<file path="config.mk">
export PLATFORM = sky130hd
export DESIGN_NAME = lru_key_value_cache_unit
export DESIGN_NICKNAME = d
export VERILOG_FILES = /design/src/rtl/lkvc_pkg.sv /design/src/rtl/lru_key_value_cache_unit.sv
export SDC_FILE = /design/constraint.sdc
export NUM_CORES = 1
export LEC_CHECK = 0
export BUFFER_PORTS_ARGS = -buffer_cell sky130_fd_sc_hd__buf_2
export CAP_MARGIN = 20
export CORE_MARGIN = 5
export CORE_UTILIZATION = 35
export CTS_CLUSTER_DIAMETER = 80
export DETAILED_ROUTE_END_ITERATION = 10
export HOLD_SLACK_MARGIN = 0.1
export PLACE_DENSITY = 0.55
export RECOVER_POWER = 50
export SETUP_SLACK_MARGIN = 0.05
export SYNTH_ARGS = -nofsm -noshare
export SYNTH_HDL_FRONTEND = slang
export SYNTH_SLANG_ARGS = --single-unit
</file>
<file path="constraint.sdc">
create_clock -name clk -period 6.9 [get_ports clk]
set_input_delay 2.07 -clock clk [delete_from_list [all_inputs] [get_ports clk]]
set_output_delay 2.07 -clock clk [all_outputs]
set_load 0.05 [all_outputs]
</file>
<file path="src/rtl/lkvc_pkg.sv">
// Shared types and constants for the LRU key/value cache unit.
// No dependencies; imported by the top level and the checker.
package lkvc_pkg;

  // Fixed widths of the transaction fields
  localparam int KEY_BITS  = 32;
  localparam int DATA_BITS = 32;

  // Default sizing of the store
  localparam int CAPACITY_DEF    = 8;
  localparam int KEY_WIDTH_DEF   = 32;
  localparam int VALUE_WIDTH_DEF = 32;

  typedef enum logic {
    CMD_GET = 1'b0,
    CMD_PUT = 1'b1
  } cmd_t;

  typedef struct packed {
    cmd_t                 cmd;
    logic [KEY_BITS-1:0]  key;
    logic [DATA_BITS-1:0] value;
  } req_t;

  typedef struct packed {
    logic                 hit;
    logic [DATA_BITS-1:0] read_value;
  } rsp_t;

endpackage

</file>
<file path="src/rtl/lru_key_value_cache_unit.sv">
// Fully associative key/value cache with least-recently-used replacement.
// Depends on lkvc_pkg for the request/response types and default sizes.

// Takes one get or put transaction per cycle when the response side is not
// stalled and returns exactly one response for each. The request is
// registered, all CAPACITY entries are compared against its key in parallel,
// and the response register and the entry state update on the same edge, so
// the next request already sees the new contents. A get hit returns the
// stored value; a miss or any put returns zero, with hit set when the key
// was present. Only the low KEY_WIDTH and VALUE_WIDTH bits are stored.
module lru_key_value_cache_unit
  import lkvc_pkg::*;
#(
  parameter int CAPACITY    = CAPACITY_DEF,
  parameter int KEY_WIDTH   = KEY_WIDTH_DEF,
  parameter int VALUE_WIDTH = VALUE_WIDTH_DEF
) (
  input  logic clk,
  input  logic rst,
  input  logic req_valid,
  output logic req_ready,
  input  req_t req,
  output logic rsp_valid,
  input  logic rsp_ready,
  output rsp_t rsp
);

  localparam int RANK_W = (CAPACITY > 1) ? $clog2(CAPACITY) : 1;
  localparam int PR_W   = RANK_W + 1;
  localparam logic [PR_W-1:0]   CAP_RANK    = PR_W'(CAPACITY);
  localparam logic [RANK_W-1:0] OLDEST_RANK = RANK_W'(CAPACITY - 1);

  // Request stage
  logic s1_valid;
  req_t s1;

  // Entry state
  logic [CAPACITY-1:0]    entry_valid;
  logic [RANK_W-1:0]      rank        [CAPACITY];
  logic [KEY_WIDTH-1:0]   key_store   [CAPACITY];
  logic [VALUE_WIDTH-1:0] value_store [CAPACITY];

  // Lookup results
  logic                   advance;
  logic                   fire;
  logic                   is_put;
  logic                   hit;
  logic                   full;
  logic                   do_update;
  logic [KEY_WIDTH-1:0]   key_in;
  logic [VALUE_WIDTH-1:0] val_in;
  logic [CAPACITY-1:0]    match;
  logic [CAPACITY-1:0]    victim;
  logic [CAPACITY-1:0]    free_lowest;
  logic [CAPACITY-1:0]    tgt;
  logic [RANK_W-1:0]      hit_rank;
  logic [VALUE_WIDTH-1:0] hit_value;
  logic [PR_W-1:0]        promo_rank;

  // Handshake: the request stage drains whenever the response slot frees up
  assign advance   = !rsp_valid || rsp_ready;
  assign req_ready = !s1_valid || advance;
  assign fire      = s1_valid && advance;

  assign key_in = KEY_WIDTH'(s1.key);
  assign val_in = VALUE_WIDTH'(s1.value);
  assign is_put = (s1.cmd == CMD_PUT);

  // Compare all entries in parallel; keys are unique, so matches OR together
  always_comb begin
    hit_rank  = '0;
    hit_value = '0;
    for (int i = 0; i < CAPACITY; i++) begin
      match[i]  = entry_valid[i] && (key_store[i] == key_in);
      victim[i] = entry_valid[i] && (rank[i] == OLDEST_RANK);
      hit_rank  = hit_rank | (rank[i] & {RANK_W{match[i]}});
      hit_value = hit_value | (value_store[i] & {VALUE_WIDTH{match[i]}});
    end
  end

  assign hit         = |match;
  assign full        = &entry_valid;
  // Isolate the lowest invalid entry
  assign free_lowest = ~entry_valid & (entry_valid + CAPACITY'(1));
  assign tgt         = hit ? match : (full ? victim : free_lowest);
  assign do_update   = fire && (hit || is_put);
  // Entries more recent than this one age by one; a new entry ages all others
  assign promo_rank  = hit ? {1'b0, hit_rank} : CAP_RANK;

  // Update valid bits and recency ranks
  always_ff @(posedge clk) begin
    if (rst) begin
      entry_valid <= '0;
      for (int i = 0; i < CAPACITY; i++) begin
        rank[i] <= '0;
      end
    end else if (do_update) begin
      for (int i = 0; i < CAPACITY; i++) begin
        if (tgt[i]) begin
          entry_valid[i] <= 1'b1;
          rank[i]        <= '0;
        end else if (entry_valid[i] && ({1'b0, rank[i]} < promo_rank)) begin
          rank[i] <= rank[i] + RANK_W'(1);
        end
      end
    end
  end

  // Write key and value on a put
  always_ff @(posedge clk) begin
    if (fire && is_put) begin
      for (int i = 0; i < CAPACITY; i++) begin
        if (tgt[i]) begin
          key_store[i]   <= key_in;
          value_store[i] <= val_in;
        end
      end
    end
  end

  // Request register
  always_ff @(posedge clk) begin
    if (rst) begin
      s1_valid <= 1'b0;
    end else if (req_ready) begin
      s1_valid <= req_valid;
    end
  end

  always_ff @(posedge clk) begin
    if (req_valid && req_ready) begin
      s1 <= req;
    end
  end

  // Response register
  always_ff @(posedge clk) begin
    if (rst) begin
      rsp_valid <= 1'b0;
    end else if (advance) begin
      rsp_valid <= s1_valid;
    end
  end

  always_ff @(posedge clk) begin
    if (fire) begin
      rsp.hit        <= hit;
      rsp.read_value <= (hit && !is_put) ? DATA_BITS'(hit_value) : '0;
    end
  end

endmodule

</file>
==> results summary, run 1 <==
The setup slack on the worst flop-to-flop path is 1600 ps. The initial utilization of the core area, before any placement, comes to 35.3%. The post-synthesis net count is 1554. The xor/xnor share of the synthesized area is 8.63%. The tightest min-delay check is of the flop to flop type. The number of clock sinks is 644. For the final database, setup skew stands at 24.0 ps. STA puts the critical path data required time at 7120 ps. Yosys mapped a number of flops with a built-in enable equal to 634. The global placement routability congestion is 0.833. The worst setup path is captured at a flop. For this run the aggregate overflow at the end of global routing stands at 0.

The die extent in x came out at 279 um. The total inserted antenna cells is 0. The number of vias after detailed routing is 13400. Static timing analysis puts the maximum clock frequency at 186 MHz. From bottom edge to top edge, the die measures 279 um.

The number of max-slew violations in the final report is 63. The later pin in the worst-skew pair is clocked with a latency of 620 ps. In this run, synthesis produced a sequential element count of 644.

The maximum number of pins on one net before global-route repair is 65. The post-route fraction of the period consumed by the critical path came out at 77.8%. The mean post-synth cell area came out at 17.4 um^2.

The aggregate global-route resource usage is 15.7%. The count of routing violations after the opening detailed-route iteration came out at 1142. Using the TritonRoute via totals, the vias-per-cell ratio works out to 5.15. The most used flip-flop cell after synthesis is edfxtp_1.

The count of port buffers added during placement came out at 103. The via count of the first global-routing pass was 13700. The total of endpoints with negative setup slack in the final report came out at 0.

The number of buffers created by CTS came out at 70. Sorting the synthesized cells by area gives the leading types as edfxtp_1 75%, xnor2_1 6.1%, xor2_1 2.5%, a22oi_1 2.0%, ha_1 1.6%. The initial antenna violation count came out at 4. The first detailed-routing pass took 6 iterations. The area growth from synthesis to layout is 15.3%. The leakage component of the power is 9.04 nW. The fraction of the mapped netlist area in compound gates is 6.96%.

Counting I/O delays and the setup requirement, the final critical path takes 5370 ps. The ratio of cells with drive above 1 in the final layout is 14.4%. The final design instance area without fill came out at 0.0291 mm^2. The maximum vdd drop is 0.170 mV.

The remaining number of nets flagged by the antenna check after routing is 0. The portion of netlist area occupied by mux cells is 0.144%. Dividing the detail-routed wire length by the instance count gives 23.9 um. The half-perimeter wire length after detailed placement came out at 36.7 mm. Of all cell types, the one taking the most synthesized area is edfxtp_1.

The arrival time at the worst endpoint is 5590 ps. The number of instances resized during post-cts repair is 0. The async set-or-reset flop fraction in the synthesized netlist is 0%. The wire length of the first global-routing pass is 92.0 mm.

Setup repair after global routing left no endpoint under its margin. In the routed design, unresolved DRC markers number 0. The buffer depth of the longest clock path is 3. The setup fix buffers added after clock tree synthesis is 0. The number of max-capacitance violations reported is 2. The final-report hold violation count was 0.

The fraction of synthesized cell area taken by the top area cell type is 75.3%. After synthesis, the largest family of logic cells by area is XOR/XNOR gates. Among all cell types in the netlist, the one instantiated most often is edfxtp_1. The critical path in this run is classified as input port to flop.

Counting instances in the post-synthesis netlist gives the leading cell types as 634 x edfxtp_1, 177 x xnor2_1, 72 x xor2_1, 68 x a22oi_1, 49 x nand4_1. The core area came out at 0.0716 mm^2. STA classifies the critical path startpoint as an input port.

Summing the areas of all fa, ha and maj instances in the mapped netlist gives 1.58% of the synthesized area. The power per standard cell area is 283 mW/mm^2. The sum of routed wire length over all layers came out at 62.1 mm. The clock-pin slew on the worst setup and hold paths came out at 60 ps. The die covers 0.0777 mm^2.

The worst pin sits at a relative slew slack of -91.8%. The checks that failed: capacitance limit, slew limit. The flow ran to the end, but the final reports show violations.

The synthesized netlist contains 65 unique library cells. For this design, the CTS-stage hold fixing added 0 buffers. The gate count after technology mapping is 1453. The total number of H-tree levels is 3. The tree is rooted in a clkbuf_16. Summing the areas of all and, or, nand and nor instances in the mapped netlist gives 4.97% of the synthesized area. The cell area that synthesis handed to floorplanning was 0.0253 mm^2. In the final design database the tool counted 1691 nets. TritonCTS built the clock tree.

The top-level port count came out at 104. Summed over all failing endpoints, the final setup total negative slack is 0 ps. The measured slew at the worst slew-check pin is 2880 ps. The sequential fraction of the synthesis area is 76.1%. Yosys printed 0 warnings. Summing all placed instances gives a cell area of 0.0270 mm^2. Of all nets on the critical path, the largest fanout is 38.

The initialized floorplan defines 98 standard-cell rows.
critical path, cell delays in order:
cell      delay, ps
buf_2            70
nor2b_1          60
nand2_1          90
and2_0         2070
clkbuf_2       1160
logic make-up after synthesis:
| group | Yosys count |
|---|---|
| fa+ha+maj | 32 |
| compound gates | 231 |
| xor+xnor | 249 |
| simple gates | 201 |
| flops | 644 |
| buf+inv | 93 |
| mux | 3 |
area by class of cell:
| cell class | instances | area [um^2] |
|---|---|---|
| Sequential cell | 644 | 19200 |
| Clock inverter | 33 | 274 |
| Inverter | 22 | 82.6 |
| Clock buffer | 96 | 1890 |
| Tap cell | 950 | 1190 |
| Multi-Input combinational cell | 716 | 5710 |
| Fill cell | 6461 | 42500 |
| Timing Repair Buffer | 136 | 757 |
placed cells by master, fill, tap and decap left out, types with 32 or more instances in the layout:
cell	synthesis	routed
nand4_1	49	49
buf_2	33	84
a22o_1	35	35
xor2_1	72	72
a22oi_1	68	68
clkbuf_1	33	50
xnor2_1	177	177
ha_1	32	32
a31oi_1	34	34
edfxtp_1	634	634
clkbuf_16	0	71
a221oi_1	34	34
final timing paths:
check / startpoint / endpoint / depth (start not counted)
setup / recovery: rsp_ready / val_in[1]$_DFFE_PP_ / 5
hold / removal: s1_valid$_SDFFE_PP0N_ / rsp_valid$_SDFFE_PP0P_ / 2
setup reg to reg: key_in[2]$_DFFE_PP_ / key_store[1][41]$_DFFE_PP_ / 12
hold reg to reg: s1_valid$_SDFFE_PP0N_ / rsp_valid$_SDFFE_PP0P_ / 2
report_power, final:
group          leakage, nW  switching (W)  internal, W  total [W]
logic                 2.11       0.000142    0.0000825   0.000224
registers             5.87       0.000105      0.00436    0.00447
clock network         1.06        0.00153      0.00202    0.00355
total                 9.04        0.00178      0.00646    0.00824
state kept, by name (all words and copies together), names as in the netlist:
register / cells
value_store: 256
key_store: 256
rank: 24
rsp: 33
rsp_valid: 1
entry_valid: 8
val_in: 32
s1_valid: 1
key_in: 32
is_put: 1
layer usage:
metal | GRT usage (%) | wire length, um
met1 | 22.2 | 27800
met2 | 24.7 | 28900
met3 | 2.80 | 3820
met4 | 5.26 | 1470
met5 | 0 | 18
per-stage QoR:
stage                     hold WS, ps  setup slack [ps]  utilization, %  std cells  total power [W]
after floorplan                   472               223               -       1453          0.00465
after global placement            504              1550            37.7       2467          0.00477
after detailed placement          515              1870            37.8       2468          0.00478
after CTS                         522              1870            40.8       2597          0.00835
after global routing              570              1160            40.7       2597          0.00852
final                             516              1530            40.7       2597          0.00824
(Power assumes the default switching activity.)
==> inputs of run 2 (changes only) <==
--- a/config.mk
+++ b/config.mk
@@ -5,6 +5,7 @@
 export SDC_FILE = /design/constraint.sdc
 export NUM_CORES = 1
 export LEC_CHECK = 0
+export ABC_AREA = 1
 export BUFFER_PORTS_ARGS = -buffer_cell sky130_fd_sc_hd__buf_2
 export CAP_MARGIN = 20
 export CORE_MARGIN = 5
@@ -12,7 +13,7 @@
 export CTS_CLUSTER_DIAMETER = 80
 export DETAILED_ROUTE_END_ITERATION = 10
 export HOLD_SLACK_MARGIN = 0.1
-export PLACE_DENSITY = 0.55
+export PLACE_DENSITY = 0.53
 export RECOVER_POWER = 50
 export SETUP_SLACK_MARGIN = 0.05
 export SYNTH_ARGS = -nofsm -noshare
==> constraint.sdc (replaced) <==
create_clock -name clk -period 5.4 [get_ports clk]
set_input_delay 1.62 -clock clk [delete_from_list [all_inputs] [get_ports clk]]
set_output_delay 1.62 -clock clk [all_outputs]
set_load 0.05 [all_outputs]
==> results summary, run 2 <==
The count of flip-flops with a built-in enable after synthesis is 634. The final critical-path required period is 4760 ps. The maximum vdd drop came out at 0.201 mV. The post-route fraction of the period consumed by the critical path came out at 88.2%.

The detailed-router iteration count before antenna repair is 6. The largest registers in the layout are key_store x256, value_store x256, rsp x33. In the synthesized netlist, the cells that appear most often are 802 x nand2_1, 634 x edfxtp_1, 286 x nor2_1, 276 x inv_1, 111 x nand4_1. The flow ran to the end, but the final reports show violations. The number of filler cells placed in the layout came out at 7705. In this run the post-CTS setup repair buffer count came out at 0. For this run, design rule violations remaining after detail routing come to 0.

The wire length per cell after detailed routing came out at 24.1 um. The placed instance count is 3842. The path category of the worst min-delay check is flop to flop.

The worst path required time is 5720 ps. TritonCTS built the clock tree. The clock latency reported for the late side of the worst-skew pair came out at 630 ps. STA classifies the critical path endpoint as a flop.

The net count of the finished layout is 2958. The initial core utilization is 35.3%. The worst setup path is launched from a flop.

The measured slew at the worst slew-check pin came out at 2060 ps. The number of instances resized during post-cts repair is 0. The count of placed standard cells in the final layout, fillers left out is 3972. By instance count, the leading cell after synthesis is nand2_1. The area growth from synthesis to layout is 15.9%. The checks that failed: capacitance limit, slew limit. By area the synthesized netlist is led by edfxtp_1 67%, nand2_1 11%, nor2_1 3.8%, inv_1 3.6%, nand4_1 2.4%. The sequential fraction of the synthesis area is 67.6%. The clock net in this run drives a total of 644 sinks. The gate count after technology mapping came out at 2645.

The maximum frequency from static timing analysis is 210 MHz. Buffers inserted during clock tree synthesis total 73. The count of synthesis-stage warnings from yosys is 0. The post-synthesis net count came out at 2746. The remaining number of nets flagged by the antenna check after routing is 0. The total number of H-tree levels came out at 3. Global routing used 21.6% of the available tracks across all layers. The core area is 0.0805 mm^2.

The post-detailed-placement cell area came out at 0.0308 mm^2. The synthesized design spends more area on one cell type than any other, namely edfxtp_1. The sum of routed wire length over all layers came out at 95.6 mm.

The final-report hold violation count is 0. Clock-pin slew was measured on the worst setup and hold paths at 60 ps. After synthesis the cells add up to 0.0285 mm^2. The library cell used most frequently in the layout, excluding fill and tap cells, is nand2_1. The top cell types in the final layout, fill and taps aside, are 802 x nand2_1, 634 x edfxtp_1, 280 x nor2_1. After layout, the design draws a total of 0.0110 W.

The number of vias after detailed routing came out at 20500. The critical setup path kind is flop to flop. In the final layout, the share of cells above drive strength 1 is 10.3%. Setup repair after global routing left no endpoint under its margin. The total number of placement rows came out at 104.

Setup violations remaining at the end of the flow were counted as 0. The number of max-slew violations in the final report came out at 113. At the worst endpoint, the arrival time is 5080 ps. The height of the chip is 295 um. The mean post-synth cell area came out at 10.8 um^2. The count of state elements after synthesis came out at 644.

For this design the top-level I/O count stands at 104. The global placement routability congestion is 0.950. Cells fill 41.0% of the core in the end. The most used flip-flop cell after synthesis is edfxtp_1. The fraction of synthesized cell area taken by the top area cell type is 66.9%. The initial antenna violation count was 2. The worst slew slack as a fraction of its limit came out at -37.3%. The die is 295 um wide. The final-layout setup total negative slack came out at 0 ps.

After legalization and detailed placement, the total HPWL measured 64.6 mm. The via count of the first global-routing pass came out at 20300. The number of distinct library cell variants in the gate-level netlist after synthesis came out at 50. The maximum number of pins on one net before global-route repair is 65. The clock tree root driver cell is clkbuf_16. For this design, the CTS-stage hold fixing added 0 buffers.

The total overflow left after global routing is 0. The first routing iteration left 1981 violations. The leakage component of the power is 12.5 nW.

Max-cap violations in this run came to 5. After detailed routing, the number of vias per cell comes to 5.16. The buffer depth of the longest clock path came out at 3. The wire length of the first global-routing pass came out at 138 mm.

The maximum clock skew at final layout is 23.3 ps. The die area is 0.0871 mm^2. The worst-path maximum fanout came out at 19.

The final design instance area without fill is 0.0330 mm^2. For this design the ratio of total power to cell area is 334 mW/mm^2. The async set-or-reset flop fraction in the synthesized netlist came out at 0%. In this run the tool buffered the top-level ports with 103 buffer cells.
run 2: cell families after synthesis:
kind of cell,synth area share [%]
AND/OR/NAND/NOR,20.1
flip-flops,67.6
buffers and inverters,5.23
AO/OA/AOI/OAI,4.29
XOR/XNOR,1.45
adder cells (fa/ha/maj),1.41
run 2: area by class of cell:
class                   instances  area [um^2]  area share, %
multi-input cells            1638         7810           23.7
diodes                          1         2.50        0.00758
flip-flops and latches        644        19200           58.3
inverters                     297         1120           3.38
clock inverters                44          429           1.30
repair buffers                203         1200           3.64
clock buffers                  85         1870           5.67
well taps                    1060         1330           4.02
run 2: critical path, cell delays in order (launching register included):
cell      delay [ps]
edfxtp_1         350
clkbuf_1        1260
nand2_1          230
nand4_1          170
nor3_1            60
nand2_1          100
nor3_1            50
nand3_1          240
clkinv_1         200
nand2_1          150
nand4_1          100
nor2_1           690
ha_1             370
nand2_1           60
o21bai_1         120
nand4_1          120
nand2_1          170
run 2: path summary, 6_finish.rpt:
kind                                        startpoint                  endpoint  slack, ps  cells past startpoint
worst max-delay path              key_in[13]$_DFFE_PP_  rank[0][5]$_SDFFCE_PN0P_        640                     16
worst max register to register    key_in[13]$_DFFE_PP_  rank[0][5]$_SDFFCE_PN0P_        640                     16
worst min register to register  rsp_valid$_SDFFE_PP0P_    rsp_valid$_SDFFE_PP0P_        530                      2
worst min-delay path            rsp_valid$_SDFFE_PP0P_    rsp_valid$_SDFFE_PP0P_        530                      2
run 2: routing by layer:
metal / part of all wire, % / track usage, %
met1: 43 / 30.1
met2: 44 / 33.4
met3: 8.0 / 4.39
met4: 4.3 / 8.88
met5: 0 / 0
run 2: metrics by stage:
step,setup slack [ps],hold slack (ps)
4_1_cts,1210,536
3_5_place_dp,1230,528
5_1_grt,444,569
6_report,637,533
3_3_place_gp,1250,497
2_1_floorplan,-30.9,491
run 2: power breakdown:
| group | total (W) | switching [W] | leakage, nW | internal [W] |
|---|---|---|---|---|
| logic | 0.000571 | 0.000435 | 5.53 | 0.000136 |
| clock network | 0.00481 | 0.00210 | 1.11 | 0.00271 |
| registers | 0.00565 | 0.0000771 | 5.87 | 0.00557 |
| total | 0.0110 | 0.00261 | 12.5 | 0.00842 |
